`src/sv/mrr_pkg.sv`:
```
// Shared types, constants and helpers for the matrix ring rotation remap block.
package mrr_pkg;

   localparam int MAX_DIM    = 256;
   localparam int DIM_W      = 9;
   localparam int COORD_W    = 8;
   localparam int RING_W     = 7;
   localparam int LEN_W      = 10;
   localparam int VALUE_W    = 32;
   localparam int ROT_W      = 30;
   localparam int MOD_BITS   = 3;
   localparam int MOD_STAGES = ROT_W / MOD_BITS;
   localparam int CSR_IDX_W  = 2;

   localparam logic [CSR_IDX_W-1:0] CSR_ROW_COUNT      = 2'd0;
   localparam logic [CSR_IDX_W-1:0] CSR_COL_COUNT      = 2'd1;
   localparam logic [CSR_IDX_W-1:0] CSR_ROTATION_COUNT = 2'd2;

   localparam logic [DIM_W-1:0] DIM_MIN   = 9'd2;
   localparam logic [DIM_W-1:0] DIM_MAX   = 9'(MAX_DIM);
   localparam logic [DIM_W-1:0] DIM_RESET = 9'd2;

   typedef struct packed {
      logic                      active;
      logic [COORD_W-1:0]        row;
      logic [COORD_W-1:0]        col;
      logic [RING_W-1:0]         ring;
      logic [DIM_W-1:0]          h;
      logic [DIM_W-1:0]          w;
      logic [LEN_W-1:0]          len;
      logic [LEN_W-1:0]          pos;
      logic [LEN_W-1:0]          rem;
      logic signed [VALUE_W-1:0] value;
   } item_type;

   function automatic logic [DIM_W-1:0] clamp_dim(input logic [DIM_W-1:0] v);
      logic [DIM_W-1:0] r;
      r = v;
      if (v < DIM_MIN) r = DIM_MIN;
      else if (v > DIM_MAX) r = DIM_MAX;
      return r;
   endfunction

endpackage

```
`src/sv/mrr_front.sv`:
```
// Ring classification and position along the ring: two register stages.
module mrr_front (
   input  logic                                clock,
   input  logic                                reset,
   input  logic                                en,
   input  logic                                in_valid,
   input  logic [mrr_pkg::COORD_W-1:0]         src_row,
   input  logic [mrr_pkg::COORD_W-1:0]         src_col,
   input  logic signed [mrr_pkg::VALUE_W-1:0]  elem_value,
   input  logic [mrr_pkg::DIM_W-1:0]           rows,
   input  logic [mrr_pkg::DIM_W-1:0]           cols,
   output logic                                out_valid,
   output mrr_pkg::item_type                   out_item
);

   // stage A: distances to the edges
   logic                               a_valid_ff, a_valid_in;
   logic [mrr_pkg::COORD_W-1:0]        a_row_ff, a_col_ff;
   logic signed [mrr_pkg::VALUE_W-1:0] a_value_ff;
   logic                               a_inside_ff, a_inside_in;
   logic [mrr_pkg::RING_W-1:0]         a_ring_ff, a_ring_in;

   logic [mrr_pkg::DIM_W-1:0] d_top, d_left, d_bot, d_right, d_min0, d_min1, d_min;

   always_comb begin
      d_top   = {1'b0, src_row};
      d_left  = {1'b0, src_col};
      d_bot   = rows - 9'd1 - d_top;
      d_right = cols - 9'd1 - d_left;
      d_min0  = (d_top < d_left) ? d_top : d_left;
      d_min1  = (d_bot < d_right) ? d_bot : d_right;
      d_min   = (d_min0 < d_min1) ? d_min0 : d_min1;
      a_inside_in = (d_top < rows) && (d_left < cols);
      // inside the matrix the ring index never exceeds 127
      a_ring_in   = d_min[mrr_pkg::RING_W-1:0];
      a_valid_in  = in_valid;
   end

   always_ff @(posedge clock) begin
      if (reset) begin
         a_valid_ff <= 1'b0;
      end else if (en) begin
         a_valid_ff <= a_valid_in;
      end
      if (en) begin
         a_row_ff    <= src_row;
         a_col_ff    <= src_col;
         a_value_ff  <= elem_value;
         a_inside_ff <= a_inside_in;
         a_ring_ff   <= a_ring_in;
      end
   end

   // stage B: ring geometry and walk position
   logic               b_valid_ff;
   mrr_pkg::item_type  b_item_ff, b_item_in;

   logic [mrr_pkg::DIM_W-1:0]   k9, k2, half, dmin, h, w, hm1, wm1;
   logic [mrr_pkg::COORD_W-1:0] i, j;
   logic [mrr_pkg::LEN_W-1:0]   hw, len, p;

   always_comb begin
      k9   = {2'b00, a_ring_ff};
      k2   = {1'b0, a_ring_ff, 1'b0};
      dmin = (rows < cols) ? rows : cols;
      half = dmin >> 1;
      h    = rows - k2;
      w    = cols - k2;
      hm1  = h - 9'd1;
      wm1  = w - 9'd1;
      hw   = {1'b0, h} + {1'b0, w};
      len  = {hw[mrr_pkg::LEN_W-2:0], 1'b0} - 10'd4;
      i    = a_row_ff - {1'b0, a_ring_ff};
      j    = a_col_ff - {1'b0, a_ring_ff};
      if (i == 8'd0)
         p = {2'b00, j};
      else if ({1'b0, j} == wm1)
         p = {1'b0, wm1} + {2'b00, i};
      else if ({1'b0, i} == hm1)
         p = {1'b0, wm1} + {1'b0, hm1} + {1'b0, wm1} - {2'b00, j};
      else
         p = {wm1, 1'b0} + {1'b0, hm1} + {1'b0, hm1} - {2'b00, i};

      b_item_in.active = a_inside_ff && (k9 < half);
      b_item_in.row    = a_row_ff;
      b_item_in.col    = a_col_ff;
      b_item_in.ring   = a_ring_ff;
      b_item_in.h      = h;
      b_item_in.w      = w;
      b_item_in.len    = len;
      b_item_in.pos    = p;
      b_item_in.rem    = '0;
      b_item_in.value  = a_value_ff;
   end

   always_ff @(posedge clock) begin
      if (reset) begin
         b_valid_ff <= 1'b0;
      end else if (en) begin
         b_valid_ff <= a_valid_ff;
      end
      if (en) begin
         b_item_ff <= b_item_in;
      end
   end

   assign out_valid = b_valid_ff;
   assign out_item  = b_item_ff;

endmodule

```
`src/sv/mrr_mod_stage.sv`:
```
// One stage of the pipelined remainder of the rotation count by the ring length.
module mrr_mod_stage (
   input  logic                             clock,
   input  logic                             reset,
   input  logic                             en,
   input  logic                             in_valid,
   input  mrr_pkg::item_type                in_item,
   input  logic [mrr_pkg::MOD_BITS-1:0]     rot_bits,
   output logic                             out_valid,
   output mrr_pkg::item_type                out_item
);

   logic              valid_ff;
   mrr_pkg::item_type item_ff, item_in;

   logic [mrr_pkg::LEN_W:0]   trial;
   logic [mrr_pkg::LEN_W-1:0] rem;

   always_comb begin
      item_in = in_item;
      rem     = in_item.rem;
      trial   = '0;
      // shift in one count bit, subtract the length when it fits
      for (int t = 0; t < mrr_pkg::MOD_BITS; t++) begin
         trial = {rem, rot_bits[mrr_pkg::MOD_BITS-1-t]};
         if (trial >= {1'b0, in_item.len})
            trial = trial - {1'b0, in_item.len};
         rem = trial[mrr_pkg::LEN_W-1:0];
      end
      item_in.rem = rem;
   end

   always_ff @(posedge clock) begin
      if (reset) begin
         valid_ff <= 1'b0;
      end else if (en) begin
         valid_ff <= in_valid;
      end
      if (en) begin
         item_ff <= item_in;
      end
   end

   assign out_valid = valid_ff;
   assign out_item  = item_ff;

endmodule

```
`src/sv/mrr_back.sv`:
```
// Position step-back and mapping to the destination row and column: two register stages.
module mrr_back (
   input  logic                                clock,
   input  logic                                reset,
   input  logic                                en,
   input  logic                                in_valid,
   input  mrr_pkg::item_type                   in_item,
   output logic                                out_valid,
   output logic [mrr_pkg::COORD_W-1:0]         dst_row,
   output logic [mrr_pkg::COORD_W-1:0]         dst_col,
   output logic signed [mrr_pkg::VALUE_W-1:0]  out_value
);

   // stage C: new position along the ring
   logic              c_valid_ff;
   mrr_pkg::item_type c_item_ff, c_item_in;
   logic [mrr_pkg::LEN_W:0] wrap;

   always_comb begin
      c_item_in = in_item;
      wrap = {1'b0, in_item.pos} + {1'b0, in_item.len} - {1'b0, in_item.rem};
      if (in_item.pos >= in_item.rem)
         c_item_in.pos = in_item.pos - in_item.rem;
      else
         c_item_in.pos = wrap[mrr_pkg::LEN_W-1:0];
   end

   always_ff @(posedge clock) begin
      if (reset) begin
         c_valid_ff <= 1'b0;
      end else if (en) begin
         c_valid_ff <= in_valid;
      end
      if (en) begin
         c_item_ff <= c_item_in;
      end
   end

   // output stage: walk position back to coordinates
   logic                               out_valid_ff;
   logic [mrr_pkg::COORD_W-1:0]        dst_row_ff, dst_row_in, dst_col_ff, dst_col_in;
   logic signed [mrr_pkg::VALUE_W-1:0] out_value_ff;

   logic [mrr_pkg::LEN_W-1:0] q, wm1, hm1, edge_r, edge_b, i, j, k, dr, dc;

   always_comb begin
      q      = c_item_ff.pos;
      k      = {3'b000, c_item_ff.ring};
      wm1    = {1'b0, c_item_ff.w} - 10'd1;
      hm1    = {1'b0, c_item_ff.h} - 10'd1;
      edge_r = wm1 + hm1;
      edge_b = edge_r + wm1;
      if (q <= wm1) begin
         i = '0;
         j = q;
      end else if (q <= edge_r) begin
         i = q - wm1;
         j = wm1;
      end else if (q <= edge_b) begin
         i = hm1;
         j = wm1 - (q - edge_r);
      end else begin
         i = hm1 - (q - edge_b);
         j = '0;
      end
      dr = i + k;
      dc = j + k;
      if (c_item_ff.active) begin
         dst_row_in = dr[mrr_pkg::COORD_W-1:0];
         dst_col_in = dc[mrr_pkg::COORD_W-1:0];
      end else begin
         dst_row_in = c_item_ff.row;
         dst_col_in = c_item_ff.col;
      end
   end

   always_ff @(posedge clock) begin
      if (reset) begin
         out_valid_ff <= 1'b0;
      end else if (en) begin
         out_valid_ff <= c_valid_ff;
      end
      if (en) begin
         dst_row_ff   <= dst_row_in;
         dst_col_ff   <= dst_col_in;
         out_value_ff <= c_item_ff.value;
      end
   end

   assign out_valid = out_valid_ff;
   assign dst_row   = dst_row_ff;
   assign dst_col   = dst_col_ff;
   assign out_value = out_value_ff;

endmodule

```
`src/sv/matrix_ring_rotation_remap_top.sv`:
```
// Throughput: one element per cycle unless a result waits on rsp_ready; the 10-stage
// remainder chain (3 count bits a stage) sets the depth.
// The whole pipeline holds while a result waits on rsp_ready.
// Reset: synchronous, clears all valid bits and loads row_count = 2, col_count = 2,
// rotation_count = 0; no memory, so no clearing pass.
module matrix_ring_rotation_remap_top (
   input  logic                                  clock,
   input  logic                                  reset,
   input  logic                                  req_valid,
   output logic                                  req_ready,
   input  logic [mrr_pkg::COORD_W-1:0]           req_src_row,
   input  logic [mrr_pkg::COORD_W-1:0]           req_src_col,
   input  logic signed [mrr_pkg::VALUE_W-1:0]    req_elem_value,
   output logic                                  rsp_valid,
   input  logic                                  rsp_ready,
   output logic [mrr_pkg::COORD_W-1:0]           rsp_dst_row,
   output logic [mrr_pkg::COORD_W-1:0]           rsp_dst_col,
   output logic signed [mrr_pkg::VALUE_W-1:0]    rsp_out_value,
   input  logic                                  csr_valid,
   output logic                                  csr_ready,
   input  logic [mrr_pkg::CSR_IDX_W-1:0]         csr_index,
   input  logic [mrr_pkg::ROT_W-1:0]             csr_wdata
);

   logic [mrr_pkg::DIM_W-1:0] row_count_ff, col_count_ff, rows, cols;
   logic [mrr_pkg::ROT_W-1:0] rotation_count_ff;

   assign csr_ready = 1'b1;

   always_ff @(posedge clock) begin
      if (reset) begin
         row_count_ff      <= mrr_pkg::DIM_RESET;
         col_count_ff      <= mrr_pkg::DIM_RESET;
         rotation_count_ff <= '0;
      end else if (csr_valid && csr_ready) begin
         case (csr_index)
            mrr_pkg::CSR_ROW_COUNT:      row_count_ff <= csr_wdata[mrr_pkg::DIM_W-1:0];
            mrr_pkg::CSR_COL_COUNT:      col_count_ff <= csr_wdata[mrr_pkg::DIM_W-1:0];
            mrr_pkg::CSR_ROTATION_COUNT: rotation_count_ff <= csr_wdata;
            default: ;
         endcase
      end
   end

   assign rows = mrr_pkg::clamp_dim(row_count_ff);
   assign cols = mrr_pkg::clamp_dim(col_count_ff);

   // advance every stage unless the output register holds an untaken result
   logic en;
   assign en        = !rsp_valid || rsp_ready;
   assign req_ready = en;

   logic              mod_valid [mrr_pkg::MOD_STAGES+1];
   mrr_pkg::item_type mod_item  [mrr_pkg::MOD_STAGES+1];

   mrr_front u_front (
      .clock      (clock),
      .reset      (reset),
      .en         (en),
      .in_valid   (req_valid),
      .src_row    (req_src_row),
      .src_col    (req_src_col),
      .elem_value (req_elem_value),
      .rows       (rows),
      .cols       (cols),
      .out_valid  (mod_valid[0]),
      .out_item   (mod_item[0])
   );

   for (genvar s = 0; s < mrr_pkg::MOD_STAGES; s++) begin : g_mod
      mrr_mod_stage u_mod (
         .clock     (clock),
         .reset     (reset),
         .en        (en),
         .in_valid  (mod_valid[s]),
         .in_item   (mod_item[s]),
         .rot_bits  (rotation_count_ff[mrr_pkg::ROT_W-1-mrr_pkg::MOD_BITS*s -: mrr_pkg::MOD_BITS]),
         .out_valid (mod_valid[s+1]),
         .out_item  (mod_item[s+1])
      );
   end

   mrr_back u_back (
      .clock     (clock),
      .reset     (reset),
      .en        (en),
      .in_valid  (mod_valid[mrr_pkg::MOD_STAGES]),
      .in_item   (mod_item[mrr_pkg::MOD_STAGES]),
      .out_valid (rsp_valid),
      .dst_row   (rsp_dst_row),
      .dst_col   (rsp_dst_col),
      .out_value (rsp_out_value)
   );

endmodule

```
`config.mk`:
```
export PLATFORM = sky130hd
export DESIGN_NAME = matrix_ring_rotation_remap_top
export DESIGN_NICKNAME = d
export VERILOG_FILES = /design/src/sv/mrr_pkg.sv /design/src/sv/mrr_front.sv /design/src/sv/mrr_mod_stage.sv /design/src/sv/mrr_back.sv /design/src/sv/matrix_ring_rotation_remap_top.sv
export SDC_FILE = /design/constraint.sdc
export NUM_CORES = 2
export LEC_CHECK = 0
export BUFFER_PORTS_ARGS = -buffer_cell sky130_fd_sc_hd__clkbuf_2
export CORE_ASPECT_RATIO = 0.8
export CORE_MARGIN = 2
export CORE_UTILIZATION = 40
export DETAILED_ROUTE_END_ITERATION = 12
export SYNTH_ARGS = -nofsm -noshare
export SYNTH_HDL_FRONTEND = slang
export SYNTH_SLANG_ARGS = --single-unit
```
`constraint.sdc`:
```
create_clock -name clock -period 111.4 [get_ports clock]
set_input_delay 0 -clock clock [delete_from_list [all_inputs] [get_ports clock]]
set_output_delay 0 -clock clock [all_outputs]
set_load 0.05 [all_outputs]
```
==> flow_summary.ini <==
[run_status]
status = complete, no violations

[sta]
min_period_ns = 8.75
fin_crit_sh = 0.0785
setup_viol = 0
slew_headroom = 0.211
fin_worst_skew_ns = 0.0262
slew_violations = 0
timing.hold.ws_ns = 0.0986
fin_ws_ns = 102.65
hold_viol_final = 0
tightest_slew_ns = 1.18
rsz0062_at_grt = false
setup_tns_ns = 0
max_freq_ghz = 0.114

[critical_path]
reg2reg_depth = 31
startpoint = g_mod[6].u_mod.out_item[32]
critPathMostFrequentCell = o21ai_0
cp_num_buf_inv = 2
worst-path-stages = 31
critPathKind = reg -> reg
critPathCapture = g_mod[7].u_mod.out_item[40]
critical_path_required_ns = 111.87
cp_max_fo = 14
timing.rr.start = g_mod[6].u_mod.out_item[32]
cp_slowest_stage_delay_ns = 1.02
r2r_slack_ns = 102.65
cpLargestDelayFamily = compound AO/OA/AOI/OAI gates
start_kind = register
cp-end-kind = register
arrival_ns = 9.22
slowest_stage = nor4b_2
r2r-end = g_mod[7].u_mod.out_item[40]

[cts]
cts_setup_buffers = 0
clock_sinks = 1373
clockBufferDepth = 3
clk_pin_slew_ns = 0.06
htree_levels = 4
insertion_delay_ns = 0.75
cts_tree = yes
root_buffer = clkbuf_16
numCtsBuffers = 140

[yosys]
synth_area_mm2 = 0.0661
synth_cell_types = 91
ys_seq_area_frac = 0.615
syn-instance-count = 4780
synth_nets = 5447
yosys_warnings = 0
synth_edf_count = 1311
ys.flop_type = edfxtp_1
synth_area_per_cell_um2 = 13.8
ys_ff_latch = 1373
async_flop_share = 0

[route]
wl_met1_um = 63000
wl_met2_um = 58800
wl_per_cell_um = 17.4
drtIter0Drc = 2610
drt-vias-per-instance = 4.99
dr_wl_met3_um = 5430
dr.max_layer_used = met4
drt-total-wl_um = 130000
first_pass_iters = 5
drc = 0
via_count = 37400
postRouteAntennaNets = 0

[placed_design]
pre_cts_ws_ns = 102.79
dp_hpwl_um = 93600
dpl.cell_count = 7044
routabilityCongestion = 0.885
port-buffer-count = 134

[hold_path]
hold_path.class = in -> reg
min_from = req_src_row[0]

[final_layout]
drive_above_1_share = 0.104
layout.cells.non_filler = 7486
num-fill-cells = 14300
layout_commonest_cell = edfxtp_1
final_cell_mix = edfxtp_1 (1311), ha_1 (501), inv_1 (473), a21oi_1 (293), xnor2_1 (250)
nets = 5882
area_growth_pct = 14.9

[grt]
track_usage = 0.154
grt_pass1_vias = 37000
grt.overflow.total = 0
antenna_found_initial = 2
grt_pass1_wl_um = 206000
grt_max_degree = 105

[floorplan]
start_util = 0.402
rows = 133
dieHeight_um = 367
ios = 136
die-width_um = 458
die-area_mm2 = 0.168
core_mm2 = 0.164

[job]
drv_cap = 0
-- per-layer routing --
metal / track usage / vias up
met4: 0.0419 / 0
met2: 0.241 / 693
met1: 0.223 / 18000
li1: - / 18500
met5: 0 / -
met3: 0.0247 / 191
-- stage by stage --
step | area [µm²] | util
finish | 75900 | 0.462
CTS | 75900 | 0.462
detailed placement | 69500 | 0.423
floorplan | 66100 | -
global route | 75900 | 0.462
global placement | 69500 | 0.423
-- area by class of cell --
class                   instances  area, µm²  area share
clock inverters                82        895      0.0118
well taps                    2160       2700      0.0356
repair buffers                354       2800      0.0368
multi-input cells            2869      23500       0.309
diodes                          3       7.51   0.0000989
inverters                     477       1800      0.0237
flip-flops and latches       1373      40600       0.535
clock buffers                 168       3670      0.0484
-- logic make-up (layout without fill, tap and decap cells) --
kind of cell / after synthesis / count (layout) / synth area share
flip-flops: 1373 / 1373 / 0.615
AO/OA/AOI/OAI: 895 / 895 / 0.0891
AND/OR/NAND/NOR: 803 / 803 / 0.0601
adder cells (fa/ha/maj): 585 / 585 / 0.120
buffers and inverters: 538 / 1081 / 0.0308
XOR/XNOR: 356 / 356 / 0.0477
multiplexers: 229 / 229 / 0.0376
other: 1 / 4 / 0.0000568
-- registers in the layout, summed over array words and instances, names as in the netlist, 9 cells and up --
signal	cells
col_count_ff	9
g_mod.u_mod.out_item	1030
g_mod.u_mod.out_valid	10
rotation_count_ff	30
row_count_ff	9
u_back.c_item_ff	74
u_back.out_value	32
u_back.q	10
u_front.a_value_ff	32
u_front.out_item	93
-- worst min path at each step --
stage | to | cells after the start
2_1_floorplan | u_front.a_col_ff[0] | 0
3_3_place_gp | u_front.a_value_ff[30] | 1
3_5_place_dp | u_front.a_value_ff[4] | 1
4_1_cts | u_front.a_row_ff[0] | 2
5_1_grt | u_front.a_row_ff[0] | 2
6_report | u_front.a_row_ff[0] | 2
-- what timing repair did --
action                                 CTS  global route
resized for setup                        0             0
hold buffers                           189             0
endpoints found under the hold margin  118             0
-- cell usage after synthesis (all sizes together) (51+ instances only) --
library cell,n,area [µm²]
nor2b,59,369
a21o,179,1340
mux2,151,1700
nor2,223,837
nand4,65,407
inv,477,1790
nand2b,56,350
dfxtp,62,1240
nand2,213,800
xor2,103,902
clkbuf,52,196
o21ai,141,706
mux2i,78,781
ha,501,6270
edfxtp,1311,39400
a21oi,293,1470
nor3,51,267
fa,81,1620
xnor2,251,2210
-- worst register-to-register path: cells and delay by family, from the launching register on --
kind | cells | cell delay, ns
AO/OA/AOI/OAI | 16 | 3.75
flip-flops | 1 | 0.40
multiplexers | 2 | 0.73
AND/OR/NAND/NOR | 7 | 2.29
adder cells (fa/ha/maj) | 4 | 1.19
buffers and inverters | 2 | 0.13
Power is not shown: default switching activity piles up to over one toggle a cycle in this logic, so the estimate is an artifact.
